`src/hw/rtl/sfd_pkg.sv`:
```
// Shared types, constants and the CRC helper of the stuffed frame deframer.
package sfd_pkg;

   localparam int MAX_PAYLOAD = 1024;

   // token queue between unstuffing front and frame parser (power of two depth)
   localparam int TOKQ_DEPTH = 4;
   localparam int TOKQ_AW    = $clog2(TOKQ_DEPTH);

   // result queue inside the frame parser
   localparam int OUTQ_DEPTH = 2;
   localparam int OUTQ_AW    = $clog2(OUTQ_DEPTH);

   localparam int CSR_IDX_W  = 3;
   localparam int CSR_DATA_W = 11;

   localparam logic [CSR_IDX_W-1:0] CSR_PAYLOAD_LIMIT = 3'd0;
   localparam logic [CSR_IDX_W-1:0] CSR_HIGHEST_TYPE  = 3'd1;
   localparam logic [CSR_IDX_W-1:0] CSR_FLAG_VALUE    = 3'd2;
   localparam logic [CSR_IDX_W-1:0] CSR_ESCAPE_VALUE  = 3'd3;
   localparam logic [CSR_IDX_W-1:0] CSR_ESCAPE_MASK   = 3'd4;

   localparam logic [10:0] RST_PAYLOAD_LIMIT = 11'd1024;
   localparam logic [7:0]  RST_HIGHEST_TYPE  = 8'hFF;
   localparam logic [7:0]  RST_FLAG_VALUE    = 8'h7E;
   localparam logic [7:0]  RST_ESCAPE_VALUE  = 8'h7D;
   localparam logic [7:0]  RST_ESCAPE_MASK   = 8'h20;

   localparam logic [1:0] KIND_PAYLOAD = 2'd0;
   localparam logic [1:0] KIND_FRAME   = 2'd1;
   localparam logic [1:0] KIND_ERROR   = 2'd2;

   localparam logic [2:0] STATUS_OK        = 3'd0;
   localparam logic [2:0] STATUS_OVERSIZE  = 3'd1;
   localparam logic [2:0] STATUS_TRUNCATED = 3'd2;
   localparam logic [2:0] STATUS_CRC       = 3'd3;
   localparam logic [2:0] STATUS_BAD_TYPE  = 3'd4;

   localparam logic [15:0] CRC_POLY = 16'h1021;
   localparam logic [15:0] CRC_INIT = 16'hFFFF;

   localparam logic [2:0] HEADER_BYTES = 3'd4;
   localparam logic [1:0] CHECK_BYTES  = 2'd2;

   typedef enum logic [1:0] {
      TOK_BODY,
      TOK_CLOSE,
      TOK_DBLESC
   } tok_kind_type;

   typedef struct packed {
      tok_kind_type kind;
      logic         esc;    // close token: an escape was still pending
      logic [7:0]   data;   // body token: unstuffed byte
   } token_type;

   typedef struct packed {
      logic [10:0] payload_limit;
      logic [7:0]  highest_type;
   } limits_type;

   typedef struct packed {
      logic [1:0]  kind;
      logic [7:0]  payload_data;
      logic [9:0]  payload_position;
      logic [7:0]  frame_seq;
      logic [7:0]  frame_kind_code;
      logic [10:0] frame_length;
      logic [2:0]  status;
   } result_type;

   // CRC-16/CCITT-FALSE, one byte, MSB first
   function automatic logic [15:0] crc_byte(input logic [15:0] crc, input logic [7:0] b);
      logic [15:0] c;
      int          k;
      c = crc ^ {b, 8'h00};
      for (k = 0; k < 8; k++) begin
         if (c[15]) begin
            c = {c[14:0], 1'b0} ^ CRC_POLY;
         end else begin
            c = {c[14:0], 1'b0};
         end
      end
      return c;
   endfunction

endpackage

```
`src/hw/rtl/sfd_front.sv`:
```
// Front end: configuration registers, flag detection and byte unstuffing into tokens.
module sfd_front (
   input  logic                               clock,
   input  logic                               reset,
   input  logic                               req_push,
   input  logic [7:0]                         req_line_byte,
   input  logic                               tok_full,
   output logic                               tok_push,
   output sfd_pkg::token_type                 tok,
   input  logic                               csr_valid,
   output logic                               csr_ready,
   input  logic [sfd_pkg::CSR_IDX_W-1:0]      csr_index,
   input  logic [sfd_pkg::CSR_DATA_W-1:0]     csr_data,
   output sfd_pkg::limits_type                limits
);

   logic [10:0] payload_limit_ff;
   logic [7:0]  highest_type_ff;
   logic [7:0]  flag_value_ff;
   logic [7:0]  escape_value_ff;
   logic [7:0]  escape_mask_ff;

   logic        inside_ff, inside_in;
   logic        esc_ff, esc_in;
   logic        accept;
   logic        gen;

   assign csr_ready = 1'b1;
   assign accept    = req_push && !tok_full;

   always_ff @(posedge clock) begin
      if (reset) begin
         payload_limit_ff <= sfd_pkg::RST_PAYLOAD_LIMIT;
         highest_type_ff  <= sfd_pkg::RST_HIGHEST_TYPE;
         flag_value_ff    <= sfd_pkg::RST_FLAG_VALUE;
         escape_value_ff  <= sfd_pkg::RST_ESCAPE_VALUE;
         escape_mask_ff   <= sfd_pkg::RST_ESCAPE_MASK;
      end else if (csr_valid && csr_ready) begin
         case (csr_index)
            sfd_pkg::CSR_PAYLOAD_LIMIT: payload_limit_ff <= csr_data[10:0];
            sfd_pkg::CSR_HIGHEST_TYPE:  highest_type_ff  <= csr_data[7:0];
            sfd_pkg::CSR_FLAG_VALUE:    flag_value_ff    <= csr_data[7:0];
            sfd_pkg::CSR_ESCAPE_VALUE:  escape_value_ff  <= csr_data[7:0];
            sfd_pkg::CSR_ESCAPE_MASK:   escape_mask_ff   <= csr_data[7:0];
            default: ;
         endcase
      end
   end

   assign limits = {payload_limit_ff, highest_type_ff};

   always_comb begin
      inside_in = inside_ff;
      esc_in    = esc_ff;
      gen       = 1'b0;
      tok.kind  = sfd_pkg::TOK_BODY;
      tok.esc   = 1'b0;
      tok.data  = req_line_byte;
      if (accept) begin
         if (req_line_byte == flag_value_ff) begin
            // flag wins over escape when both match
            if (inside_ff) begin
               gen      = 1'b1;
               tok.kind = sfd_pkg::TOK_CLOSE;
               tok.esc  = esc_ff;
            end
            inside_in = 1'b1;
            esc_in    = 1'b0;
         end else if (!inside_ff) begin
            // drop bytes outside a frame
            gen = 1'b0;
         end else if (req_line_byte == escape_value_ff) begin
            if (esc_ff) begin
               gen      = 1'b1;
               tok.kind = sfd_pkg::TOK_DBLESC;
               esc_in   = 1'b0;
            end else begin
               esc_in = 1'b1;
            end
         end else begin
            gen = 1'b1;
            if (esc_ff) begin
               tok.data = req_line_byte ^ escape_mask_ff;
            end
            esc_in = 1'b0;
         end
      end
   end

   assign tok_push = gen;

   always_ff @(posedge clock) begin
      if (reset) begin
         inside_ff <= 1'b0;
         esc_ff    <= 1'b0;
      end else begin
         inside_ff <= inside_in;
         esc_ff    <= esc_in;
      end
   end

endmodule

```
`src/hw/rtl/sfd_tokq.sv`:
```
// Short token queue between the unstuffing front and the frame parser.
module sfd_tokq (
   input  logic               clock,
   input  logic               reset,
   input  logic               push,
   input  sfd_pkg::token_type push_data,
   output logic               full,
   input  logic               pop,
   output sfd_pkg::token_type pop_data,
   output logic               empty
);

   localparam logic [sfd_pkg::TOKQ_AW-1:0] LAST_PTR = sfd_pkg::TOKQ_AW'(sfd_pkg::TOKQ_DEPTH - 1);
   localparam logic [sfd_pkg::TOKQ_AW:0]   DEPTH_CNT = (sfd_pkg::TOKQ_AW + 1)'(sfd_pkg::TOKQ_DEPTH);

   sfd_pkg::token_type              entry_ff [sfd_pkg::TOKQ_DEPTH];
   logic [sfd_pkg::TOKQ_AW-1:0]     wr_ptr_ff, wr_ptr_in;
   logic [sfd_pkg::TOKQ_AW-1:0]     rd_ptr_ff, rd_ptr_in;
   logic [sfd_pkg::TOKQ_AW:0]       count_ff, count_in;
   logic                            do_push;
   logic                            do_pop;

   assign full     = (count_ff == DEPTH_CNT);
   assign empty    = (count_ff == '0);
   assign do_push  = push && !full;
   assign do_pop   = pop && !empty;
   assign pop_data = entry_ff[rd_ptr_ff];

   always_comb begin
      wr_ptr_in = wr_ptr_ff;
      rd_ptr_in = rd_ptr_ff;
      count_in  = count_ff;
      if (do_push) begin
         wr_ptr_in = (wr_ptr_ff == LAST_PTR) ? '0 : wr_ptr_ff + 1'b1;
      end
      if (do_pop) begin
         rd_ptr_in = (rd_ptr_ff == LAST_PTR) ? '0 : rd_ptr_ff + 1'b1;
      end
      if (do_push && !do_pop) begin
         count_in = count_ff + 1'b1;
      end else if (do_pop && !do_push) begin
         count_in = count_ff - 1'b1;
      end
   end

   always_ff @(posedge clock) begin
      if (do_push) begin
         entry_ff[wr_ptr_ff] <= push_data;
      end
   end

   always_ff @(posedge clock) begin
      if (reset) begin
         wr_ptr_ff <= '0;
         rd_ptr_ff <= '0;
         count_ff  <= '0;
      end else begin
         wr_ptr_ff <= wr_ptr_in;
         rd_ptr_ff <= rd_ptr_in;
         count_ff  <= count_in;
      end
   end

endmodule

```
`src/hw/rtl/sfd_back.sv`:
```
// Frame parser: header, payload and check fields, CRC, closing status and result queue.
module sfd_back (
   input  logic                clock,
   input  logic                reset,
   input  sfd_pkg::limits_type limits,
   input  logic                tok_valid,
   input  sfd_pkg::token_type  tok,
   output logic                tok_pop,
   input  logic                rsp_pop,
   output logic                rsp_empty,
   output sfd_pkg::result_type rsp
);

   localparam logic [sfd_pkg::OUTQ_AW-1:0] LAST_PTR  = sfd_pkg::OUTQ_AW'(sfd_pkg::OUTQ_DEPTH - 1);
   localparam logic [sfd_pkg::OUTQ_AW:0]   DEPTH_CNT = (sfd_pkg::OUTQ_AW + 1)'(sfd_pkg::OUTQ_DEPTH);
   localparam logic [15:0]                 MAX_LEN   = 16'(sfd_pkg::MAX_PAYLOAD);

   logic        discard_ff, discard_in;
   logic [2:0]  hdr_cnt_ff, hdr_cnt_in;
   logic [7:0]  seq_ff, seq_in;
   logic [7:0]  type_ff, type_in;
   logic [15:0] len_ff, len_in;
   logic [10:0] pay_cnt_ff, pay_cnt_in;
   logic [1:0]  chk_cnt_ff, chk_cnt_in;
   logic [15:0] rcv_crc_ff, rcv_crc_in;
   logic [15:0] crc_ff, crc_in;

   sfd_pkg::result_type             out_ff [sfd_pkg::OUTQ_DEPTH];
   logic [sfd_pkg::OUTQ_AW-1:0]     wr_ptr_ff, wr_ptr_in;
   logic [sfd_pkg::OUTQ_AW-1:0]     rd_ptr_ff, rd_ptr_in;
   logic [sfd_pkg::OUTQ_AW:0]       count_ff, count_in;

   logic                go;
   logic                emit;
   logic                do_pop;
   sfd_pkg::result_type res;
   logic [15:0]         full_len;
   logic [15:0]         crc_next;

   assign go       = tok_valid && (count_ff != DEPTH_CNT);
   assign tok_pop  = go;
   assign full_len = {tok.data, len_ff[7:0]};
   assign crc_next = sfd_pkg::crc_byte(crc_ff, tok.data);

   always_comb begin
      discard_in = discard_ff;
      hdr_cnt_in = hdr_cnt_ff;
      seq_in     = seq_ff;
      type_in    = type_ff;
      len_in     = len_ff;
      pay_cnt_in = pay_cnt_ff;
      chk_cnt_in = chk_cnt_ff;
      rcv_crc_in = rcv_crc_ff;
      crc_in     = crc_ff;
      emit       = 1'b0;
      res        = '0;
      if (go) begin
         case (tok.kind)
            sfd_pkg::TOK_BODY: begin
               if (!discard_ff) begin
                  if (hdr_cnt_ff < sfd_pkg::HEADER_BYTES) begin
                     case (hdr_cnt_ff)
                        3'd0:    seq_in  = tok.data;
                        3'd1:    type_in = tok.data;
                        3'd2:    len_in  = {8'h00, tok.data};
                        default: len_in  = full_len;
                     endcase
                     crc_in     = crc_next;
                     hdr_cnt_in = hdr_cnt_ff + 1'b1;
                     if (hdr_cnt_ff == sfd_pkg::HEADER_BYTES - 1'b1 &&
                         (full_len > MAX_LEN || full_len > {5'b0, limits.payload_limit})) begin
                        discard_in = 1'b1;
                        emit       = 1'b1;
                        res.kind   = sfd_pkg::KIND_ERROR;
                        res.status = sfd_pkg::STATUS_OVERSIZE;
                     end
                  end else if ({5'b0, pay_cnt_ff} < len_ff) begin
                     crc_in                 = crc_next;
                     emit                   = 1'b1;
                     res.kind               = sfd_pkg::KIND_PAYLOAD;
                     res.payload_data       = tok.data;
                     res.payload_position   = pay_cnt_ff[9:0];
                     pay_cnt_in             = pay_cnt_ff + 1'b1;
                  end else if (chk_cnt_ff < sfd_pkg::CHECK_BYTES) begin
                     // check bytes arrive low byte first
                     if (chk_cnt_ff == 2'd0) begin
                        rcv_crc_in[7:0] = tok.data;
                     end else begin
                        rcv_crc_in[15:8] = tok.data;
                     end
                     chk_cnt_in = chk_cnt_ff + 1'b1;
                  end else begin
                     discard_in = 1'b1;
                     emit       = 1'b1;
                     res.kind   = sfd_pkg::KIND_ERROR;
                     res.status = sfd_pkg::STATUS_TRUNCATED;
                  end
               end
            end
            sfd_pkg::TOK_DBLESC: begin
               if (!discard_ff) begin
                  discard_in = 1'b1;
                  emit       = 1'b1;
                  res.kind   = sfd_pkg::KIND_ERROR;
                  res.status = sfd_pkg::STATUS_TRUNCATED;
               end
            end
            sfd_pkg::TOK_CLOSE: begin
               // empty flag pairs stay silent
               if (!discard_ff && (tok.esc || hdr_cnt_ff != 3'd0)) begin
                  emit = 1'b1;
                  if (tok.esc || hdr_cnt_ff != sfd_pkg::HEADER_BYTES ||
                      {5'b0, pay_cnt_ff} != len_ff || chk_cnt_ff != sfd_pkg::CHECK_BYTES) begin
                     res.kind   = sfd_pkg::KIND_ERROR;
                     res.status = sfd_pkg::STATUS_TRUNCATED;
                  end else if (crc_ff != rcv_crc_ff) begin
                     res.kind   = sfd_pkg::KIND_ERROR;
                     res.status = sfd_pkg::STATUS_CRC;
                  end else if (type_ff > limits.highest_type) begin
                     res.kind   = sfd_pkg::KIND_ERROR;
                     res.status = sfd_pkg::STATUS_BAD_TYPE;
                  end else begin
                     res.kind            = sfd_pkg::KIND_FRAME;
                     res.frame_seq       = seq_ff;
                     res.frame_kind_code = type_ff;
                     res.frame_length    = pay_cnt_ff;
                  end
               end
               discard_in = 1'b0;
               hdr_cnt_in = '0;
               seq_in     = '0;
               type_in    = '0;
               len_in     = '0;
               pay_cnt_in = '0;
               chk_cnt_in = '0;
               rcv_crc_in = '0;
               crc_in     = sfd_pkg::CRC_INIT;
            end
            default: ;
         endcase
      end
   end

   always_ff @(posedge clock) begin
      if (reset) begin
         discard_ff <= 1'b0;
         hdr_cnt_ff <= '0;
         seq_ff     <= '0;
         type_ff    <= '0;
         len_ff     <= '0;
         pay_cnt_ff <= '0;
         chk_cnt_ff <= '0;
         rcv_crc_ff <= '0;
         crc_ff     <= sfd_pkg::CRC_INIT;
      end else begin
         discard_ff <= discard_in;
         hdr_cnt_ff <= hdr_cnt_in;
         seq_ff     <= seq_in;
         type_ff    <= type_in;
         len_ff     <= len_in;
         pay_cnt_ff <= pay_cnt_in;
         chk_cnt_ff <= chk_cnt_in;
         rcv_crc_ff <= rcv_crc_in;
         crc_ff     <= crc_in;
      end
   end

   // result queue
   assign rsp_empty = (count_ff == '0);
   assign do_pop    = rsp_pop && !rsp_empty;
   assign rsp       = out_ff[rd_ptr_ff];

   always_comb begin
      wr_ptr_in = wr_ptr_ff;
      rd_ptr_in = rd_ptr_ff;
      count_in  = count_ff;
      if (emit) begin
         wr_ptr_in = (wr_ptr_ff == LAST_PTR) ? '0 : wr_ptr_ff + 1'b1;
      end
      if (do_pop) begin
         rd_ptr_in = (rd_ptr_ff == LAST_PTR) ? '0 : rd_ptr_ff + 1'b1;
      end
      if (emit && !do_pop) begin
         count_in = count_ff + 1'b1;
      end else if (do_pop && !emit) begin
         count_in = count_ff - 1'b1;
      end
   end

   always_ff @(posedge clock) begin
      if (emit) begin
         out_ff[wr_ptr_ff] <= res;
      end
   end

   always_ff @(posedge clock) begin
      if (reset) begin
         wr_ptr_ff <= '0;
         rd_ptr_ff <= '0;
         count_ff  <= '0;
      end else begin
         wr_ptr_ff <= wr_ptr_in;
         rd_ptr_ff <= rd_ptr_in;
         count_ff  <= count_in;
      end
   end

endmodule

```
`src/hw/rtl/stuffed_frame_deframer_unit.sv`:
```
// Byte-stuffed frame deframer with CRC-16/CCITT-FALSE check, top level.
//
// Request channel: one raw line byte per request, taken when req_push is high
// and req_full is low. Flag bytes open and close frames, escape bytes unstuff
// the next byte; bytes outside a frame are dropped.
// Response channel: the oldest result sits on the rsp_ ports while rsp_empty is
// low and leaves when rsp_pop is high. A result is a payload byte (emitted as it
// arrives; discard it unless the closing result is a good frame), a good frame
// with its header, or an error status.
// Configuration: csr_valid/csr_ready write port, always ready; write only while
// no request is in flight.
// A request's token is registered in the token queue, and its result in the result
// queue, before the result shows on the rsp_ ports.
// Throughput: one request per cycle while req_full is low, set by the single-byte
// CRC step of the frame parser. A four-entry token queue decouples unstuffing
// from parsing, and a two-entry result queue lets the parser run on while a
// result waits. When the receiver stalls, both queues fill and req_full rises.
// Reset: clears both queues, drops any open frame and restores the default
// delimiter, escape, mask and limits.
module stuffed_frame_deframer_unit (
   input  logic                           clock,
   input  logic                           reset,
   input  logic                           req_push,
   output logic                           req_full,
   input  logic [7:0]                     req_line_byte,
   output logic                           rsp_empty,
   input  logic                           rsp_pop,
   output logic [1:0]                     rsp_kind,
   output logic [7:0]                     rsp_payload_data,
   output logic [9:0]                     rsp_payload_position,
   output logic [7:0]                     rsp_frame_seq,
   output logic [7:0]                     rsp_frame_kind_code,
   output logic [10:0]                    rsp_frame_length,
   output logic [2:0]                     rsp_status,
   input  logic                           csr_valid,
   output logic                           csr_ready,
   input  logic [sfd_pkg::CSR_IDX_W-1:0]  csr_index,
   input  logic [sfd_pkg::CSR_DATA_W-1:0] csr_data
);

   sfd_pkg::token_type  front_tok;
   sfd_pkg::token_type  head_tok;
   sfd_pkg::limits_type limits;
   sfd_pkg::result_type rsp;
   logic                front_push;
   logic                tokq_full;
   logic                tokq_empty;
   logic                tokq_pop;

   assign req_full = tokq_full;

   sfd_front u_front (
      .clock         (clock),
      .reset         (reset),
      .req_push      (req_push),
      .req_line_byte (req_line_byte),
      .tok_full      (tokq_full),
      .tok_push      (front_push),
      .tok           (front_tok),
      .csr_valid     (csr_valid),
      .csr_ready     (csr_ready),
      .csr_index     (csr_index),
      .csr_data      (csr_data),
      .limits        (limits)
   );

   sfd_tokq u_tokq (
      .clock     (clock),
      .reset     (reset),
      .push      (front_push),
      .push_data (front_tok),
      .full      (tokq_full),
      .pop       (tokq_pop),
      .pop_data  (head_tok),
      .empty     (tokq_empty)
   );

   sfd_back u_back (
      .clock     (clock),
      .reset     (reset),
      .limits    (limits),
      .tok_valid (!tokq_empty),
      .tok       (head_tok),
      .tok_pop   (tokq_pop),
      .rsp_pop   (rsp_pop),
      .rsp_empty (rsp_empty),
      .rsp       (rsp)
   );

   assign rsp_kind             = rsp.kind;
   assign rsp_payload_data     = rsp.payload_data;
   assign rsp_payload_position = rsp.payload_position;
   assign rsp_frame_seq        = rsp.frame_seq;
   assign rsp_frame_kind_code  = rsp.frame_kind_code;
   assign rsp_frame_length     = rsp.frame_length;
   assign rsp_status           = rsp.status;

endmodule

```
`config.mk`:
```
export PLATFORM = sky130hd
export DESIGN_NAME = stuffed_frame_deframer_unit
export DESIGN_NICKNAME = d
export VERILOG_FILES = /design/src/hw/rtl/sfd_pkg.sv /design/src/hw/rtl/sfd_front.sv /design/src/hw/rtl/sfd_tokq.sv /design/src/hw/rtl/sfd_back.sv /design/src/hw/rtl/stuffed_frame_deframer_unit.sv
export SDC_FILE = /design/constraint.sdc
export NUM_CORES = 1
export LEC_CHECK = 0
export ABC_AREA = 1
export BUFFER_PORTS_ARGS = -buffer_cell sky130_fd_sc_hd__buf_2
export CAP_MARGIN = 20
export CORE_MARGIN = 8
export CORE_UTILIZATION = 61
export CTS_CLUSTER_DIAMETER = 60
export DETAILED_ROUTE_END_ITERATION = 16
export PLACE_DENSITY = 0.86
export SYNTH_ARGS = -nofsm -noshare
export SYNTH_HDL_FRONTEND = slang
export SYNTH_SLANG_ARGS = --single-unit
```
`constraint.sdc`:
```
create_clock -name clock -period 6.3 [get_ports clock]
set_input_delay 1.26 -clock clock [delete_from_list [all_inputs] [get_ports clock]]
set_output_delay 1.26 -clock clock [all_outputs]
set_load 0.005 [all_outputs]
```
==> results_dict.tcl <==
set metrics [dict create \
    viasPerCell 5.82 \
    ys_top_cells_by_area "edfxtp_1 33%, dfxtp_1 21%, nand2_1 5.5%" \
    area_delta_synth_final_pct 11.6 \
    status "complete, no violations" \
    clkTransAtPathRegs_ps 60 \
    drc_errors 0 \
    path_max_fanout 33 \
    yosysUniqueCellTypes 54 \
    track_usage 0.231 \
    cp.required_ps 6530 \
    cts_tree "built" \
    final_layout_size_suffix_gt1_frac 0.155 \
    synth.largest_area_cell "edfxtp_1" \
    grt_pass1_vias 9670 \
    wl_met3_microns 2660 \
    synth_fp_nets 1448 \
    met2_length_microns 15000 \
    hp-class "register to register" \
    top_layer_used "met4" \
    ys_seq_area_frac 0.542 \
    max_freq_mhz 251 \
    antenna_found_initial 0 \
    irDropWorstVdd_mv 0.263 \
    grt_pass1_wl_microns 49800 \
    start_util 0.624 \
    skew_ps 8.55 \
    clock-sinks 284 \
    ant_nets 0 \
    synth_seq_cells 284 \
    finalSetupTns_ps 0 \
    p_per_area_nw_per_um2 461 \
    synthFlopType "edfxtp_1" \
    boundaryPins 80 \
    gr-total-overflow 0 \
    wirelength_microns 31300 \
    grt_max_degree 55 \
    gp_congestion 0.952 \
    slew_violations 0 \
    die_x_microns 163 \
    die_area_sq_um 26500 \
    clock_latency_ps 530 \
    h-tree-depth 1 \
    whs_ps 468 \
    period_share 0.633 \
    synth_common_cells "194 x nand2_1, 159 x inv_1, 144 x edfxtp_1" \
    cts_resized 0 \
    setup.worst_path.end_class "register" \
    wl_per_cell_microns 18.1 \
    setup_violations 0 \
    cpPeakStageDelay_ps 780 \
    dp_hpwl_microns 21400 \
    drv_cap 0 \
    synthCells 1371 \
    nets 1517 \
    cts_root_buf "clkbuf_16" \
    slowest_stage "dfxtp_1" \
    antennaDiodeCount 0 \
    p_leak_uw 0.00577 \
    rows 53 \
    startpoint_type "register" \
    core_area_sq_um 21100 \
    wl_met1_microns 12800 \
    port-buffer-count 78 \
    cp_common_cell "nand2_1" \
    dr.pass1.iters 5 \
    die_y_microns 163 \
    ys_warn_count 0 \
    drtIter0Drc 1103 \
    grt_setup_unrepaired "false" \
    synth.most_common_cell "nand2_1" \
    syn-mean-instance-area_sq_um 9.59 \
    path_class "register to register" \
    crit_buf_inv 5 \
    worstPathCellList "inv_2 > nand2_1 > nand3_1 > nand2_1 > inv_1 > ha_1 > a21o_1 > nand3_1 > nand2_1 > inv_1 > nand2_1 > nand2_1 > nand2_1 > nand2_2 > nand2_2 > nand2_2 > nand2_2 > nand2_1 > nor2_4 > buf_12 > buf_4" \
    synth_enable_flop_cells 144 \
    vias 10100 \
    slew_headroom 0.311 \
    crit_family "simple AND/OR/NAND/NOR gates" \
    min_period_ps 3990 \
    clock_path_buffers 3 \
    worstMarginPinSlew_ps 1030 \
    async_reset_ff_frac 0 \
    cts_buffers 27 \
    cts_setup_buffers 0 \
    cp.arrival_ps 4220 \
    synthDominantCellAreaShare 0.329 \
    hold_buffers 0 \
    hold_viol 0 \
    netlist_area_sq_um 13100 \
]
[cells by family (layout without fill, tap and decap cells)]
kind of cell	count (synthesis)	after routing	share of synthesized area
mux	50	50	0.0428
other cells	1	1	0.000285
flops	284	284	0.542
buf+inv	211	300	0.0645
simple gates	489	489	0.168
fa+ha+maj	50	50	0.0481
xor+xnor	39	39	0.0283
compound gates	247	247	0.106
[through the flow]
step,setup slack [ps],area (sq um),utilization,instances,total power [uW]
3_5_place_dp,1900,13700,0.650,1683,5030
6_report,2310,14700,0.696,1735,6770
3_3_place_gp,2140,13700,0.650,1683,4930
5_1_grt,2050,14700,0.696,1735,7140
4_1_cts,1870,14600,0.694,1732,6720
2_1_floorplan,1850,13100,-,1371,4320
[final cells by class]
class                           instances  area, sq um
Multi-Input combinational cell        876         5190
Clock buffer                           37          753
Inverter                              164          618
Clock inverter                         12          159
Tap cell                              275          344
Sequential cell                       284         7130
Timing Repair Buffer                   87          483
Fill cell                            1508         6410
[per-layer routing]
layer / up-vias / track usage
met3: 66 / 0.0399
li1: 4801 / -
met2: 478 / 0.386
met4: 0 / 0.0842
met1: 4748 / 0.297
met5: - / 0
[power by group]
group | total [uW] | internal [uW] | switching [uW]
combinational | 2550 | 852 | 1690
clock | 1670 | 996 | 677
sequential | 2550 | 2350 | 206
total | 6770 | 4200 | 2580
[registers in the layout, summed over array words and instances (netlist names), named ones only]
signal and flops:
u_tokq.entry_ff 44, u_back.wr_ptr_ff 1, u_back.len_ff 16, u_front.payload_limit_ff 11, u_tokq.wr_ptr_ff 2, u_front.escape_mask_ff 8, u_back.count_ff 2, u_front.highest_type_ff 8
u_back.discard_ff 1, u_tokq.rd_ptr_ff 2, u_front.inside_ff 1, u_front.esc_ff 1, u_back.hdr_cnt_ff 3, u_back.rcv_crc_ff 16, u_front.escape_value_ff 8, u_back.seq_ff 8
u_back.type_ff 8, u_back.crc_ff 16, u_back.chk_cnt_ff 2, u_front.flag_value_ff 8, u_back.out_ff 100, u_tokq.count_ff 3, u_back.rd_ptr_ff 1, u_back.pay_cnt_ff 11
[cells in the final DEF (no fill, tap or decap), types with 7 or more instances in the layout]
cell         n
mux2_2      50
clkbuf_16   27
xnor2_1      9
xor2_1      26
nand2_2     14
nor3b_1     13
a211oi_1    11
nand3_1     62
nor3_1      23
nor4_1       9
ha_1        49
inv_1      157
nor2_1     130
a21oi_1    103
o21ai_0     89
nand2_1    194
o211ai_1    19
buf_4        7
dfxtp_1    139
buf_2       78
edfxtp_1   144
nand4_1     22
a22oi_1      8
[worst paths after layout]
| kind | slack, ps | depth (start not counted) | start | to |
|---|---|---|---|---|
| worst max register to register | 2310 | 21 | register | u_back.out_ff[0][46] |
| worst max-delay path | 2310 | 21 | register | u_back.out_ff[0][46] |
| worst min register to register | 470 | 2 | u_back.rcv_crc_ff[0] | u_back.rcv_crc_ff[0] |
| worst min-delay path | 470 | 2 | u_back.rcv_crc_ff[0] | u_back.rcv_crc_ff[0] |
[worst reg2reg max path, cell delays in order, from the launching register on]
cell     delay (ps)
dfxtp_1         780
inv_2           340
nand2_1         140
nand3_1          80
nand2_1         200
inv_1            70
ha_1            320
a21o_1          140
nand3_1          80
nand2_1         100
inv_1            40
nand2_1          60
nand2_1          40
nand2_1          70
nand2_2          60
nand2_2          80
nand2_2          60
nand2_2          90
nand2_1         120
nor2_4          280
buf_12          270
buf_4           280
No activity file was read; power rests on OpenSTA's default activity.
